## config.mk

```make
export PLATFORM = sky130hd
export DESIGN_NAME = pid_speed_controller
export DESIGN_NICKNAME = d
export VERILOG_FILES = /design/src/rtl/core/psc_pkg.sv /design/src/rtl/core/psc_mac.sv /design/src/rtl/core/psc_div.sv /design/src/rtl/core/pid_speed_controller.sv
export SDC_FILE = /design/constraint.sdc
export NUM_CORES = 2
export LEC_CHECK = 0
export BUFFER_PORTS_ARGS = -buffer_cell sky130_fd_sc_hd__buf_4
export CAP_MARGIN = 10
export CORE_ASPECT_RATIO = 1.25
export CORE_UTILIZATION = 44
export CTS_CLUSTER_SIZE = 25
export DETAILED_ROUTE_END_ITERATION = 7
export GPL_TIMING_DRIVEN = 0
export SLEW_MARGIN = 20
export SYNTH_ARGS = -nofsm -noshare
export SYNTH_HDL_FRONTEND = slang
export SYNTH_SLANG_ARGS = --single-unit
```

## constraint.sdc

```tcl
create_clock -name clk -period 11.05 [get_ports clk]
set_input_delay 0.5525 -clock clk [delete_from_list [all_inputs] [get_ports clk]]
set_output_delay 0.5525 -clock clk [all_outputs]
set_load 0.02 [all_outputs]
```

## src/rtl/core/psc_pkg.sv

```systemverilog
// shared types, widths and constants of the pid speed controller
package psc_pkg;

    localparam int DATA_W    = 16;
    localparam int ERR_W     = DATA_W + 1;
    localparam int DERR_W    = DATA_W + 2;
    localparam int INTEG_W   = 40;
    localparam int DERIV_W   = 35;
    localparam int OPND_W    = DATA_W + 1;
    localparam int PROD_W    = 2 * OPND_W;
    localparam int ACC_W     = 57;
    localparam int INC_W     = 25;
    localparam int CFG_IDX_W = 3;

    // restoring divide: 17 magnitude bits of the error change, 16 zero fraction bits
    localparam int DIV_STEPS = DERR_W - 1 + DATA_W;
    localparam int DIV_CNT_W = $clog2(DIV_STEPS + 1);

    localparam logic [CFG_IDX_W-1:0] REG_GAIN_P    = 3'd0;
    localparam logic [CFG_IDX_W-1:0] REG_GAIN_I    = 3'd1;
    localparam logic [CFG_IDX_W-1:0] REG_GAIN_D    = 3'd2;
    localparam logic [CFG_IDX_W-1:0] REG_DRIVE_MIN = 3'd3;
    localparam logic [CFG_IDX_W-1:0] REG_DRIVE_MAX = 3'd4;
    localparam logic [CFG_IDX_W-1:0] REG_SAMPLE_PD = 3'd5;

    localparam logic [DATA_W-1:0] DRIVE_MAX_RST = 16'd25600;
    localparam logic [DATA_W-1:0] SAMPLE_PD_RST = 16'd6554;

    localparam logic [1:0] LIMB_LO  = 2'd0;
    localparam logic [1:0] LIMB_MID = 2'd1;
    localparam logic [1:0] LIMB_HI  = 2'd2;

    typedef enum logic [1:0] {
        MAC_NOP,
        MAC_CLR,
        MAC_SHR8
    } mac_op_t;

    typedef struct packed {
        mac_op_t                   op;
        logic                      mul_en;
        logic        [OPND_W-1:0]  a;
        logic        [OPND_W-1:0]  b;
        logic        [1:0]         limb;
    } mac_ctl_t;

    typedef enum logic [4:0] {
        ST_IDLE,
        ST_ERR,
        ST_INC_MUL,
        ST_INC_DRAIN,
        ST_INC_SHR,
        ST_INT_UPD,
        ST_IP0,
        ST_IP1,
        ST_IP2,
        ST_IP_DRAIN,
        ST_IP_SHR,
        ST_PE,
        ST_DWAIT,
        ST_DP0,
        ST_DP1,
        ST_DP2,
        ST_DP_DRAIN,
        ST_DP_SHR,
        ST_CLAMP
    } state_t;

endpackage

```

## src/rtl/core/psc_mac.sv

```systemverilog
// shared 17x17 signed multiplier with limb-shifted accumulator
module psc_mac (
    input  logic                            clk,
    input  logic                            rst_n,
    input  psc_pkg::mac_ctl_t               ctl,
    output logic signed [psc_pkg::ACC_W-1:0] acc
);
    import psc_pkg::*;

    logic signed [PROD_W-1:0] prod_reg;
    logic signed [PROD_W-1:0] prod_next;
    logic        [1:0]        limb_reg;
    logic                     pend_reg;
    logic signed [ACC_W-1:0]  acc_reg;
    logic signed [ACC_W-1:0]  acc_next;
    logic signed [ACC_W-1:0]  addend;

    assign prod_next = $signed(ctl.a) * $signed(ctl.b);

    // registered product is added to the accumulator in the following cycle at its limb position
    always_comb
    begin
        addend = '0;
        if (pend_reg)
        begin
            addend = $signed({{(ACC_W-PROD_W){prod_reg[PROD_W-1]}}, prod_reg})
                     <<< {limb_reg, 4'b0000};
        end
    end

    always_comb
    begin
        unique case (ctl.op)
            MAC_CLR:  acc_next = '0;
            MAC_SHR8: acc_next = acc_reg >>> 8;
            default:  acc_next = acc_reg + addend;
        endcase
    end

    always_ff @(posedge clk or negedge rst_n)
    begin
        if (!rst_n)
        begin
            pend_reg <= 1'b0;
        end
        else
        begin
            pend_reg <= ctl.mul_en;
        end
    end

    always_ff @(posedge clk)
    begin
        if (ctl.mul_en)
        begin
            prod_reg <= prod_next;
            limb_reg <= ctl.limb;
        end
        acc_reg <= acc_next;
    end

    assign acc = acc_reg;

endmodule

```

## src/rtl/core/psc_div.sv

```systemverilog
// restoring divider, one quotient bit per cycle, truncates toward zero
module psc_div (
    input  logic                               clk,
    input  logic                               rst_n,
    input  logic                               start,
    input  logic signed [psc_pkg::DERR_W-1:0]  dividend,
    input  logic        [psc_pkg::DATA_W-1:0]  divisor,
    output logic                               busy,
    output logic signed [psc_pkg::DERIV_W-1:0] quotient
);
    import psc_pkg::*;

    logic [DIV_STEPS-1:0] q_reg;
    logic [DATA_W-1:0]    rem_reg;
    logic                 neg_reg;
    logic [DIV_CNT_W-1:0] cnt_reg;
    logic [DERR_W-2:0]    mag;
    logic [DATA_W:0]      trial;

    // dividend magnitude fits in 17 bits
    assign mag   = dividend[DERR_W-1] ? (DERR_W-1)'(-dividend) : dividend[DERR_W-2:0];
    assign trial = {rem_reg, q_reg[DIV_STEPS-1]} - {1'b0, divisor};

    always_ff @(posedge clk or negedge rst_n)
    begin
        if (!rst_n)
        begin
            cnt_reg <= '0;
        end
        else if (start)
        begin
            cnt_reg <= DIV_CNT_W'(DIV_STEPS);
        end
        else if (cnt_reg != '0)
        begin
            cnt_reg <= cnt_reg - 1'b1;
        end
    end

    always_ff @(posedge clk)
    begin
        if (start)
        begin
            q_reg   <= {mag, {DATA_W{1'b0}}};
            rem_reg <= '0;
            neg_reg <= dividend[DERR_W-1];
        end
        else if (cnt_reg != '0)
        begin
            if (!trial[DATA_W])
            begin
                rem_reg <= trial[DATA_W-1:0];
                q_reg   <= {q_reg[DIV_STEPS-2:0], 1'b1};
            end
            else
            begin
                rem_reg <= {rem_reg[DATA_W-2:0], q_reg[DIV_STEPS-1]};
                q_reg   <= {q_reg[DIV_STEPS-2:0], 1'b0};
            end
        end
    end

    assign busy     = (cnt_reg != '0);
    assign quotient = neg_reg ? -$signed({{(DERIV_W-DIV_STEPS){1'b0}}, q_reg})
                              :  $signed({{(DERIV_W-DIV_STEPS){1'b0}}, q_reg});

endmodule

```

## src/rtl/core/pid_speed_controller.sv

```systemverilog
// top level of the fixed-point pid speed controller with output clamp
//
// usage
//   input channel: measured_speed, target_speed (signed q8.8) and clear,
//   taken when in_valid and in_ready are both high. clear zeroes the
//   integral and the previous error before the word is processed.
//   output channel: drive_out (signed q8.8 percent), one word per input
//   word, held in an output register until out_valid and out_ready meet.
//   config: cfg_we writes cfg_data into register cfg_index (0 gain_p,
//   1 gain_i, 2 gain_d, 3 drive_min, 4 drive_max, 5 sample_period);
//   other indexes are dropped. write only while the block is idle.
// timing
//   a word is accepted in idle and its result is loaded into the output
//   register at the clamp step; in_ready returns the cycle after that. the
//   derivative products wait for the 33-step restoring divider for the
//   derivative; the shared multiplier products for the integral run alongside it.
// reset and stall
//   reset clears the integral, previous error, registers to their defaults
//   and empties the output register. if the receiver stalls, the finished
//   word waits in the output register and the next input word is still
//   accepted; a second result waits in the clamp step until the first leaves.
module pid_speed_controller (
    input  logic                             clk,
    input  logic                             rst_n,
    input  logic                             cfg_we,
    input  logic [psc_pkg::CFG_IDX_W-1:0]    cfg_index,
    input  logic [psc_pkg::DATA_W-1:0]       cfg_data,
    input  logic                             in_valid,
    output logic                             in_ready,
    input  logic signed [psc_pkg::DATA_W-1:0] measured_speed,
    input  logic signed [psc_pkg::DATA_W-1:0] target_speed,
    input  logic                             clear,
    output logic                             out_valid,
    input  logic                             out_ready,
    output logic signed [psc_pkg::DATA_W-1:0] drive_out
);
    import psc_pkg::*;

    // configuration registers
    logic signed [DATA_W-1:0] gain_p_reg;
    logic signed [DATA_W-1:0] gain_i_reg;
    logic signed [DATA_W-1:0] gain_d_reg;
    logic signed [DATA_W-1:0] drive_min_reg;
    logic signed [DATA_W-1:0] drive_max_reg;
    logic        [DATA_W-1:0] sample_pd_reg;

    // sequencer and controller state
    state_t                    state_reg;
    state_t                    state_next;
    logic signed [DATA_W-1:0]  meas_reg;
    logic signed [DATA_W-1:0]  targ_reg;
    logic                      clr_reg;
    logic signed [ERR_W-1:0]   e_reg;
    logic signed [ERR_W-1:0]   prev_reg;
    logic signed [INTEG_W-1:0] integ_reg;
    logic signed [INTEG_W-1:0] integ_next;
    logic                      out_valid_reg;
    logic signed [DATA_W-1:0]  out_data_reg;

    // datapath signals
    logic signed [ERR_W-1:0]   e_c;
    logic signed [ERR_W-1:0]   prev_eff;
    logic signed [DERR_W-1:0]  de_c;
    logic signed [INTEG_W:0]   integ_sum;
    logic signed [DERIV_W-1:0] quot;
    logic signed [DERIV_W-1:0] deriv;
    logic                      div_busy;
    logic                      div_start;
    logic                      out_load;
    mac_ctl_t                  mac_ctl;
    logic signed [ACC_W-1:0]   acc;
    logic signed [ACC_W-1:0]   lo_bound;
    logic signed [ACC_W-1:0]   hi_bound;
    logic signed [ACC_W-1:0]   y_lo;
    logic signed [ACC_W-1:0]   y_clamped;
    logic [OPND_W-1:0]         gp_ext;
    logic [OPND_W-1:0]         gi_ext;
    logic [OPND_W-1:0]         gd_ext;

    psc_mac u_mac (
        .clk   (clk),
        .rst_n (rst_n),
        .ctl   (mac_ctl),
        .acc   (acc)
    );

    psc_div u_div (
        .clk      (clk),
        .rst_n    (rst_n),
        .start    (div_start),
        .dividend (de_c),
        .divisor  (sample_pd_reg),
        .busy     (div_busy),
        .quotient (quot)
    );

    // error and its change against the previous word
    assign e_c      = {targ_reg[DATA_W-1], targ_reg} - {meas_reg[DATA_W-1], meas_reg};
    assign prev_eff = clr_reg ? '0 : prev_reg;
    assign de_c     = {e_c[ERR_W-1], e_c} - {prev_eff[ERR_W-1], prev_eff};

    // a zero sample period gives no derivative
    assign deriv = (sample_pd_reg == '0) ? '0 : quot;

    // saturating integral update, increment sits in the low bits of acc
    assign integ_sum = {integ_reg[INTEG_W-1], integ_reg}
                     + {{(INTEG_W+1-INC_W){acc[INC_W-1]}}, acc[INC_W-1:0]};

    always_comb
    begin
        integ_next = integ_sum[INTEG_W-1:0];
        if (integ_sum[INTEG_W] != integ_sum[INTEG_W-1])
        begin
            integ_next = integ_sum[INTEG_W] ? {1'b1, {(INTEG_W-1){1'b0}}}
                                            : {1'b0, {(INTEG_W-1){1'b1}}};
        end
    end

    // clamp: lower bound first, then upper bound wins
    assign lo_bound  = ACC_W'(drive_min_reg);
    assign hi_bound  = ACC_W'(drive_max_reg);
    assign y_lo      = (acc < lo_bound) ? lo_bound : acc;
    assign y_clamped = (y_lo > hi_bound) ? hi_bound : y_lo;

    assign gp_ext = {gain_p_reg[DATA_W-1], gain_p_reg};
    assign gi_ext = {gain_i_reg[DATA_W-1], gain_i_reg};
    assign gd_ext = {gain_d_reg[DATA_W-1], gain_d_reg};

    assign out_load = (state_reg == ST_CLAMP) && (!out_valid_reg || out_ready);

    // next state
    always_comb
    begin
        state_next = state_reg;
        unique case (state_reg)
            ST_IDLE:      if (in_valid) state_next = ST_ERR;
            ST_ERR:       state_next = ST_INC_MUL;
            ST_INC_MUL:   state_next = ST_INC_DRAIN;
            ST_INC_DRAIN: state_next = ST_INC_SHR;
            ST_INC_SHR:   state_next = ST_INT_UPD;
            ST_INT_UPD:   state_next = ST_IP0;
            ST_IP0:       state_next = ST_IP1;
            ST_IP1:       state_next = ST_IP2;
            ST_IP2:       state_next = ST_IP_DRAIN;
            ST_IP_DRAIN:  state_next = ST_IP_SHR;
            ST_IP_SHR:    state_next = ST_PE;
            ST_PE:        state_next = ST_DWAIT;
            ST_DWAIT:     if (!div_busy) state_next = ST_DP0;
            ST_DP0:       state_next = ST_DP1;
            ST_DP1:       state_next = ST_DP2;
            ST_DP2:       state_next = ST_DP_DRAIN;
            ST_DP_DRAIN:  state_next = ST_DP_SHR;
            ST_DP_SHR:    state_next = ST_CLAMP;
            ST_CLAMP:     if (out_load) state_next = ST_IDLE;
            default:      state_next = ST_IDLE;
        endcase
    end

    // sequencer outputs: multiplier operands, accumulator ops, divider start, in_ready
    always_comb
    begin
        mac_ctl        = '0;
        mac_ctl.op     = MAC_NOP;
        mac_ctl.limb   = LIMB_LO;
        div_start      = 1'b0;
        in_ready       = 1'b0;
        unique case (state_reg)
            ST_IDLE:
            begin
                in_ready = 1'b1;
            end
            ST_ERR:
            begin
                mac_ctl.op = MAC_CLR;
                div_start  = 1'b1;
            end
            ST_INC_MUL:
            begin
                mac_ctl.mul_en = 1'b1;
                mac_ctl.a      = e_reg;
                mac_ctl.b      = {1'b0, sample_pd_reg};
            end
            ST_INC_SHR, ST_IP_SHR, ST_DP_SHR:
            begin
                mac_ctl.op = MAC_SHR8;
            end
            ST_INT_UPD:
            begin
                mac_ctl.op = MAC_CLR;
            end
            ST_IP0:
            begin
                mac_ctl.mul_en = 1'b1;
                mac_ctl.a      = gi_ext;
                mac_ctl.b      = {1'b0, integ_reg[15:0]};
            end
            ST_IP1:
            begin
                mac_ctl.mul_en = 1'b1;
                mac_ctl.a      = gi_ext;
                mac_ctl.b      = {1'b0, integ_reg[31:16]};
                mac_ctl.limb   = LIMB_MID;
            end
            ST_IP2:
            begin
                mac_ctl.mul_en = 1'b1;
                mac_ctl.a      = gi_ext;
                mac_ctl.b      = {{(OPND_W-8){integ_reg[INTEG_W-1]}}, integ_reg[39:32]};
                mac_ctl.limb   = LIMB_HI;
            end
            ST_PE:
            begin
                mac_ctl.mul_en = 1'b1;
                mac_ctl.a      = gp_ext;
                mac_ctl.b      = e_reg;
            end
            ST_DP0:
            begin
                mac_ctl.mul_en = 1'b1;
                mac_ctl.a      = gd_ext;
                mac_ctl.b      = {1'b0, deriv[15:0]};
            end
            ST_DP1:
            begin
                mac_ctl.mul_en = 1'b1;
                mac_ctl.a      = gd_ext;
                mac_ctl.b      = {1'b0, deriv[31:16]};
                mac_ctl.limb   = LIMB_MID;
            end
            ST_DP2:
            begin
                mac_ctl.mul_en = 1'b1;
                mac_ctl.a      = gd_ext;
                mac_ctl.b      = {{(OPND_W-3){deriv[DERIV_W-1]}}, deriv[34:32]};
                mac_ctl.limb   = LIMB_HI;
            end
            default:
            begin
                mac_ctl.op = MAC_NOP;
            end
        endcase
    end

    always_ff @(posedge clk or negedge rst_n)
    begin
        if (!rst_n)
        begin
            state_reg <= ST_IDLE;
        end
        else
        begin
            state_reg <= state_next;
        end
    end

    // configuration writes
    always_ff @(posedge clk or negedge rst_n)
    begin
        if (!rst_n)
        begin
            gain_p_reg    <= '0;
            gain_i_reg    <= '0;
            gain_d_reg    <= '0;
            drive_min_reg <= '0;
            drive_max_reg <= DRIVE_MAX_RST;
            sample_pd_reg <= SAMPLE_PD_RST;
        end
        else if (cfg_we)
        begin
            unique case (cfg_index)
                REG_GAIN_P:    gain_p_reg    <= cfg_data;
                REG_GAIN_I:    gain_i_reg    <= cfg_data;
                REG_GAIN_D:    gain_d_reg    <= cfg_data;
                REG_DRIVE_MIN: drive_min_reg <= cfg_data;
                REG_DRIVE_MAX: drive_max_reg <= cfg_data;
                REG_SAMPLE_PD: sample_pd_reg <= cfg_data;
                default:       ;
            endcase
        end
    end

    // controller state: integral and previous error
    always_ff @(posedge clk or negedge rst_n)
    begin
        if (!rst_n)
        begin
            integ_reg <= '0;
            prev_reg  <= '0;
        end
        else if (state_reg == ST_ERR)
        begin
            prev_reg <= e_c;
            if (clr_reg)
            begin
                integ_reg <= '0;
            end
        end
        else if (state_reg == ST_INT_UPD)
        begin
            integ_reg <= integ_next;
        end
    end

    // input capture and error register
    always_ff @(posedge clk)
    begin
        if (in_valid && in_ready)
        begin
            meas_reg <= measured_speed;
            targ_reg <= target_speed;
            clr_reg  <= clear;
        end
        if (state_reg == ST_ERR)
        begin
            e_reg <= e_c;
        end
    end

    // output register
    always_ff @(posedge clk or negedge rst_n)
    begin
        if (!rst_n)
        begin
            out_valid_reg <= 1'b0;
        end
        else if (out_load)
        begin
            out_valid_reg <= 1'b1;
        end
        else if (out_ready)
        begin
            out_valid_reg <= 1'b0;
        end
    end

    always_ff @(posedge clk)
    begin
        if (out_load)
        begin
            out_data_reg <= y_clamped[DATA_W-1:0];
        end
    end

    assign out_valid = out_valid_reg;
    assign drive_out = out_data_reg;

endmodule

```

After elaboration in Yosys (flattened, before gate mapping)
Index checks and enable logic that the tools add are counted.
{"block": "word_totals", "reg_bits": 375, "in_bits": 57, "out_inout_bits": 18, "elab_cells": 120}
{"block": "classes", "add_sub_neg": 8, "multipliers": 1, "magnitude_cmp": 2, "eq_ne": 30, "shifts": 1, "muxes": 30, "n_reduce_logical": 23}
{"operator": "$pmux W35 S8", "count": 1}
{"operator": "$mux W40", "count": 5}
{"operator": "$mux W57", "count": 2}
{"operator": "$pmux W57 S2", "count": 1}
{"operator": "$pmux W5 S19", "count": 1}
{"operator": "$mux W35", "count": 2}
{"operator": "$mux W33", "count": 2}
{"operator": "$add A57 B57 Y57", "count": 1}
{"operator": "$gt A57 B16 Y1", "count": 1}
{"operator": "$lt A57 B16 Y1", "count": 1}
{"operator": "$sshl A34 B6 Y57", "count": 1}
{"operator": "$add A40 B25 Y41", "count": 1}
{"operator": "$eq A5 B4 Y1 const B", "count": 8}
{"operator": "$neg A33 Y35", "count": 1}
{"operator": "$mul A17 B17 Y34", "count": 1}
{"operator": "$mux W17", "count": 2}
{"operator": "$mux W16", "count": 2}
{"operator": "$eq A5 B3 Y1 const B", "count": 4}
{"operator": "$sub A17 B17 Y18", "count": 1}
{"operator": "$neg A17 Y17", "count": 1}
{"operator": "$sub A16 B16 Y17", "count": 1}
{"operator": "$sub A17 B16 Y17", "count": 1}
{"operator": "$logic_not A16 Y1", "count": 1}
{"operator": "$eq A5 B5 Y1 const B", "count": 3}
{"operator": "25 further kinds", "count": 50}

Depth between registers and ports, before layout
{"block": "logic_depth", "word_depth": 5, "ltp_mapped": 35, "depth_no_buf": 35}

By module
A second synthesis with hierarchy kept.
{"block": "unflattened", "hier_cells": 4274, "area_unflattened_um2": 38430.6}
{"mod": "psc_mac", "n_inst": 1, "cells_each": 2055, "area_each_um2": 17822.1, "seq_area_each_um2": 2257.2}
{"mod": "pid_speed_controller", "n_inst": 1, "cells_each": 1682, "area_each_um2": 16286.9, "seq_area_each_um2": 5973.2}
{"mod": "psc_div", "n_inst": 1, "cells_each": 537, "area_each_um2": 4321.6, "seq_area_each_um2": 1331.3}

Least setup slack after synthesis
OpenSTA, ideal clock, no wires.
{"block": "synth_path", "path_kind": "reg2reg", "start": "reg u_div.q_reg[0]", "end": "reg u_mac.prod_reg[32] (data pin)", "setup_time_ps": 158, "arrival_time_ps": 8280, "t_required_ps": 10892, "setup_slack_ps": 2613, "path_stages_with_launch": 32, "path_buffers": 1, "synth_period_minus_slack_ps": 8437, "cell_sequence": "dfxtp_1 inv_1 ha_1 or3b_2 nor2_1 nand3_1 nor3_1 nand3_1 o21bai_2 nand2_1 nor3_2 buf_2 nor2_1 fa_1 inv_1 fa_1 fa_1 inv_1 fa_1 fa_1 inv_1 fa_1 inv_1 ha_1 and3_1 a311o_1 o21ai_0 a21boi_0 or2_2 a2111o_1 a2111o_1 o211ai_1"}
{"block": "synth_between", "elab_chain_len": 5}
{"element": "from (decl)", "line_no": "psc_div.sv:13", "rtl": "logic [DIV_STEPS-1:0] q_reg;"}
{"element": "from (signal assigned)", "line_no": "psc_div.sv:44", "rtl": "q_reg <= {mag, {DATA_W{1'b0}}};"}
{"element": "from (signal assigned)", "line_no": "psc_div.sv:53", "rtl": "q_reg <= {q_reg[DIV_STEPS-2:0], 1'b1};"}
{"element": "from (signal assigned)", "line_no": "psc_div.sv:58", "rtl": "q_reg <= {q_reg[DIV_STEPS-2:0], 1'b0};"}
{"element": "$neg A33 Y35", "line_no": "psc_div.sv:64", "rtl": "assign quotient = neg_reg ? -$signed({{(DERIV_W-DIV_STEPS){1'b0}}, q_reg})"}
{"element": "$mux W35 (*)", "line_no": "psc_div.sv:64"}
{"element": "$mux W35 (*)", "line_no": "pid_speed_controller.sv:103", "rtl": "assign deriv = (sample_pd_reg == '0) ? '0 : quot;"}
{"element": "$pmux W35 S8 (*)", "line_no": "pid_speed_controller.sv:167", "rtl": "unique case (state_reg)"}
{"element": "$mul A17 B17 Y34 (*)", "line_no": "psc_mac.sv:18", "rtl": "assign prod_next = $signed(ctl.a) * $signed(ctl.b);"}
{"element": "named net u_mac.prod_next[32]", "line_no": "psc_mac.sv:11", "rtl": "logic signed [PROD_W-1:0] prod_next;"}
{"element": "to (signal assigned)", "line_no": "psc_mac.sv:56", "rtl": "prod_reg <= prod_next;"}
{"element": "to (decl)", "line_no": "psc_mac.sv:10", "rtl": "logic signed [PROD_W-1:0] prod_reg;"}
Mark *: on every way through the listed nets, which the timed path passes. The rest lies on a longest branch.
A chain may end at the register's enable or synchronous reset.

Worst setup path after layout
Ends and elaborated chain as after synthesis.

==> flow_metrics.py <==
metrics = {
    "outcome": {
        "status": "completed",
    },
    "global_routing": {
        "antenna_found_initial": 5,
        "grt.overflow.total": 0,
        "grt_first_pass_wirelength_mm": 182,
        "track_usage_pct": 27.3,
        "first_global_vias": 31390,
        "grt_max_degree": 76,
    },
    "worst_setup_path": {
        "slowest_delay_ns": 0.73,
        "start_kind": "flop",
        "reg2reg_depth": 33,
        "r2r-start": "u_div.q_reg[0]",
        "crit_slowest_cell": "nor2_1",
        "r2r_slack_ns": 0.73,
        "timing.rr.end": "u_mac.prod_reg[32]",
        "crit_fanout": 10,
        "cp.required_ns": 11.42,
        "crit_top_cell": "fa_1",
        "crit_arrival_ns": 10.69,
        "crit_type": "reg -> reg",
        "end_kind": "flop",
    },
    "worst_hold_path": {
        "holdPathStages": 1,
        "hold_class": "in -> reg",
        "min_from": "measured_speed[7]",
        "whs_endpoint": "meas_reg[7]",
    },
    "place": {
        "hpwl_mm": 96.5,
        "gp_congestion": 0.971,
        "io_buffers": 73,
    },
    "clock_network": {
        "cts_buffer_depth": 3,
        "clk_latency_ns": 0.62,
        "cts_num_sinks": 375,
        "cts_buffers": 46,
        "cts_tree": "yes",
        "postCtsResizedCells": 0,
        "root_buffer": "clkbuf_16",
        "clk_pin_slew_ns": 0.06,
        "htree_levels": 2,
    },
    "floorplanning": {
        "die_h_um": 330,
        "boundaryPins": 75,
        "rows": 120,
        "dieWidth_um": 265,
        "dieArea_mm2": 0.0874,
        "core_area_mm2": 0.0856,
        "start_util_pct": 44.3,
    },
    "timing": {
        "min_period_ns": 10.32,
        "rsz0062_at_grt": "no",
        "hold_violations": 0,
        "slew_viol_final": 0,
        "setup_viol": 0,
        "period_share_pct": 93.4,
        "worst_slew_pin_slew_ns": 1.13,
        "finClkSkew_ns": 0.0467,
        "timing.fmax_ghz": 0.0969,
        "fin_setup_tns_ns": 0,
        "timing.slew.headroom_pct": 24.6,
    },
    "synthesis": {
        "synth-warning-count": 0,
        "synth_edf_count": 121,
        "synth_seq_cells": 375,
        "ys_types": 93,
        "ys.flop_type": "dfrtp_1",
        "ys_seq_area_share_pct": 25.2,
        "synth_fp_nets": 4890,
        "synth_area_per_cell_um2": 9.07,
        "synth_area_mm2": 0.0379,
        "async_flop_share_pct": 44.3,
        "synthCells": 4184,
    },
    "routing": {
        "dr_total_vias": 31191,
        "ant_nets": 0,
        "wire_per_inst_um": 21.7,
        "viasPerCell": 5.72,
        "firstDrtPassIters": 6,
        "drt_wl_total_mm": 119,
        "route.detailed.drc": 0,
        "first_iter_violations": 2265,
    },
    "final_layout": {
        "drive_gt1_share_pct": 8.75,
        "largest_register_ff_count": 57,
        "fill_cells": 8248,
        "diodes": 0,
        "layout.nets": 5024,
        "fin_util_pct": 48.8,
        "multiInputGateArea_mm2": 0.0260,
        "syn_to_final_growth_pct": 10.1,
        "regArea_mm2": 0.00956,
    },
    "run": {
        "maxCapViolations": 0,
    },
}
[cell usage in the layout (no fill, tap or decap), types with 18 or more instances in the layout]
master     synthesis  layout
inv_1            483     481
nand2_1          380     380
nor2_1           368     367
ha_1             347     347
fa_1             302     302
a21oi_1          228     228
o21ai_0          215     215
a21o_1           162     162
dfrtp_1          156     156
clkbuf_1         141     148
edfxtp_1         121     121
xnor2_1          116     116
mux2_2           102     102
xor2_1            88      88
dfxtp_1           88      87
buf_4              2      82
nand3_1           57      57
a221o_1           56      56
nand2b_1          49      49
clkbuf_16          0      47
nand4_1           46      46
nor3_1            47      45
and2_1            41      40
mux2i_1           36      36
a211oi_1          34      34
nor2b_1           31      31
o21a_1            27      27
a22oi_1           25      25
a22o_1            23      23
and3_1            23      23
or3_1             22      22
o211ai_1          22      22
or2_2             22      22
o21bai_1          21      21
nor4_1            18      18
a31oi_1           23      18
[metrics by stage]
step	hold WS, ns	instance area (um^2)	cells	setup slack (ns)
final	0.102	41800	5454	0.728
after global routing	0.0850	41800	5454	0.223
after CTS	0.0736	41800	5454	0.767
after detailed placement	0.433	40100	5367	0.824
after global placement	0.458	39900	5355	0.635
after floorplan	0.257	37900	4184	2.61
[worst max-delay path by stage]
stage	start	end	slack (ns)	cells after the start
floorplan	u_div.q_reg[0]	u_mac.prod_reg[32]	2.61	31
detailed placement	u_div.q_reg[0]	u_mac.prod_reg[32]	0.82	33
finish	u_div.q_reg[0]	u_mac.prod_reg[32]	0.73	33
global route	u_div.q_reg[0]	u_mac.prod_reg[32]	0.22	31
CTS	u_div.q_reg[0]	u_mac.prod_reg[32]	0.77	33
global placement	u_div.q_reg[0]	u_mac.prod_reg[32]	0.63	33
[kinds of logic after synthesis]
logic type                 share of synthesized area, %
adders and majority gates                          27.4
AOI/OAI and AO/OA                                  17.7
and+or+nand+nor                                    14.5
xor gates and xnor gates                           4.71
buffers and inverters                              6.60
DFF                                                25.2
muxes                                              3.98
[cell usage after synthesis, types with 31 or more instances]
cell | number | share of area (%)
nand3_1 | 57 | 0.75
a21o_1 | 162 | 3.2
fa_1 | 302 | 16
o21ai_0 | 215 | 2.8
nor2_1 | 368 | 3.6
nor3_1 | 47 | 0.62
ha_1 | 347 | 11
a221o_1 | 56 | 1.5
inv_1 | 483 | 4.8
and2_1 | 41 | 0.68
nand4_1 | 46 | 0.76
nand2b_1 | 49 | 0.81
dfrtp_1 | 156 | 10
mux2i_1 | 36 | 0.95
dfxtp_1 | 88 | 4.6
a21oi_1 | 228 | 3.0
nand2_1 | 380 | 3.8
edfxtp_1 | 121 | 9.6
xor2_1 | 88 | 2.0
nor2b_1 | 31 | 0.51
a211oi_1 | 34 | 0.67
clkbuf_1 | 141 | 1.4
mux2_2 | 102 | 3.0
xnor2_1 | 116 | 2.7
[timing repair]
action | in CTS | in global routing
buffers inserted | 0 | 0
hold endpoints to repair | 29 | 0
hold buffers | 1 | 0
[metal layers]
layer  part of all wire (%)  up-vias  global-route usage, %
li1                       -    14784                      -
met1                     40    15369                   31.9
met2                     50      765                   49.4
met3                    3.8      271                   2.48
met4                    6.0        2                   14.6
met5                  0.011        -                      0
[critical path: cells and delay by family, from the launching register on]
family,cells,cell delay [ns]
and+or+nand+nor,9,2.52
buffers and inverters,6,0.79
DFF,1,0.40
AOI/OAI and AO/OA,10,2.74
adders and majority gates,8,3.59
[layout make-up]
type / count / area share (%)
clock buffer: 60 / 3.08
sequential: 375 / 22.9
inverter: 484 / 4.35
timing repair buffer: 86 / 1.74
clock inverter: 26 / 0.782
buffer: 172 / 1.65
multi-input combinational: 3153 / 62.2
tap: 1098 / 3.29
Power is not shown: default switching activity piles up to over one toggle a cycle in this logic, so the estimate is an artifact.
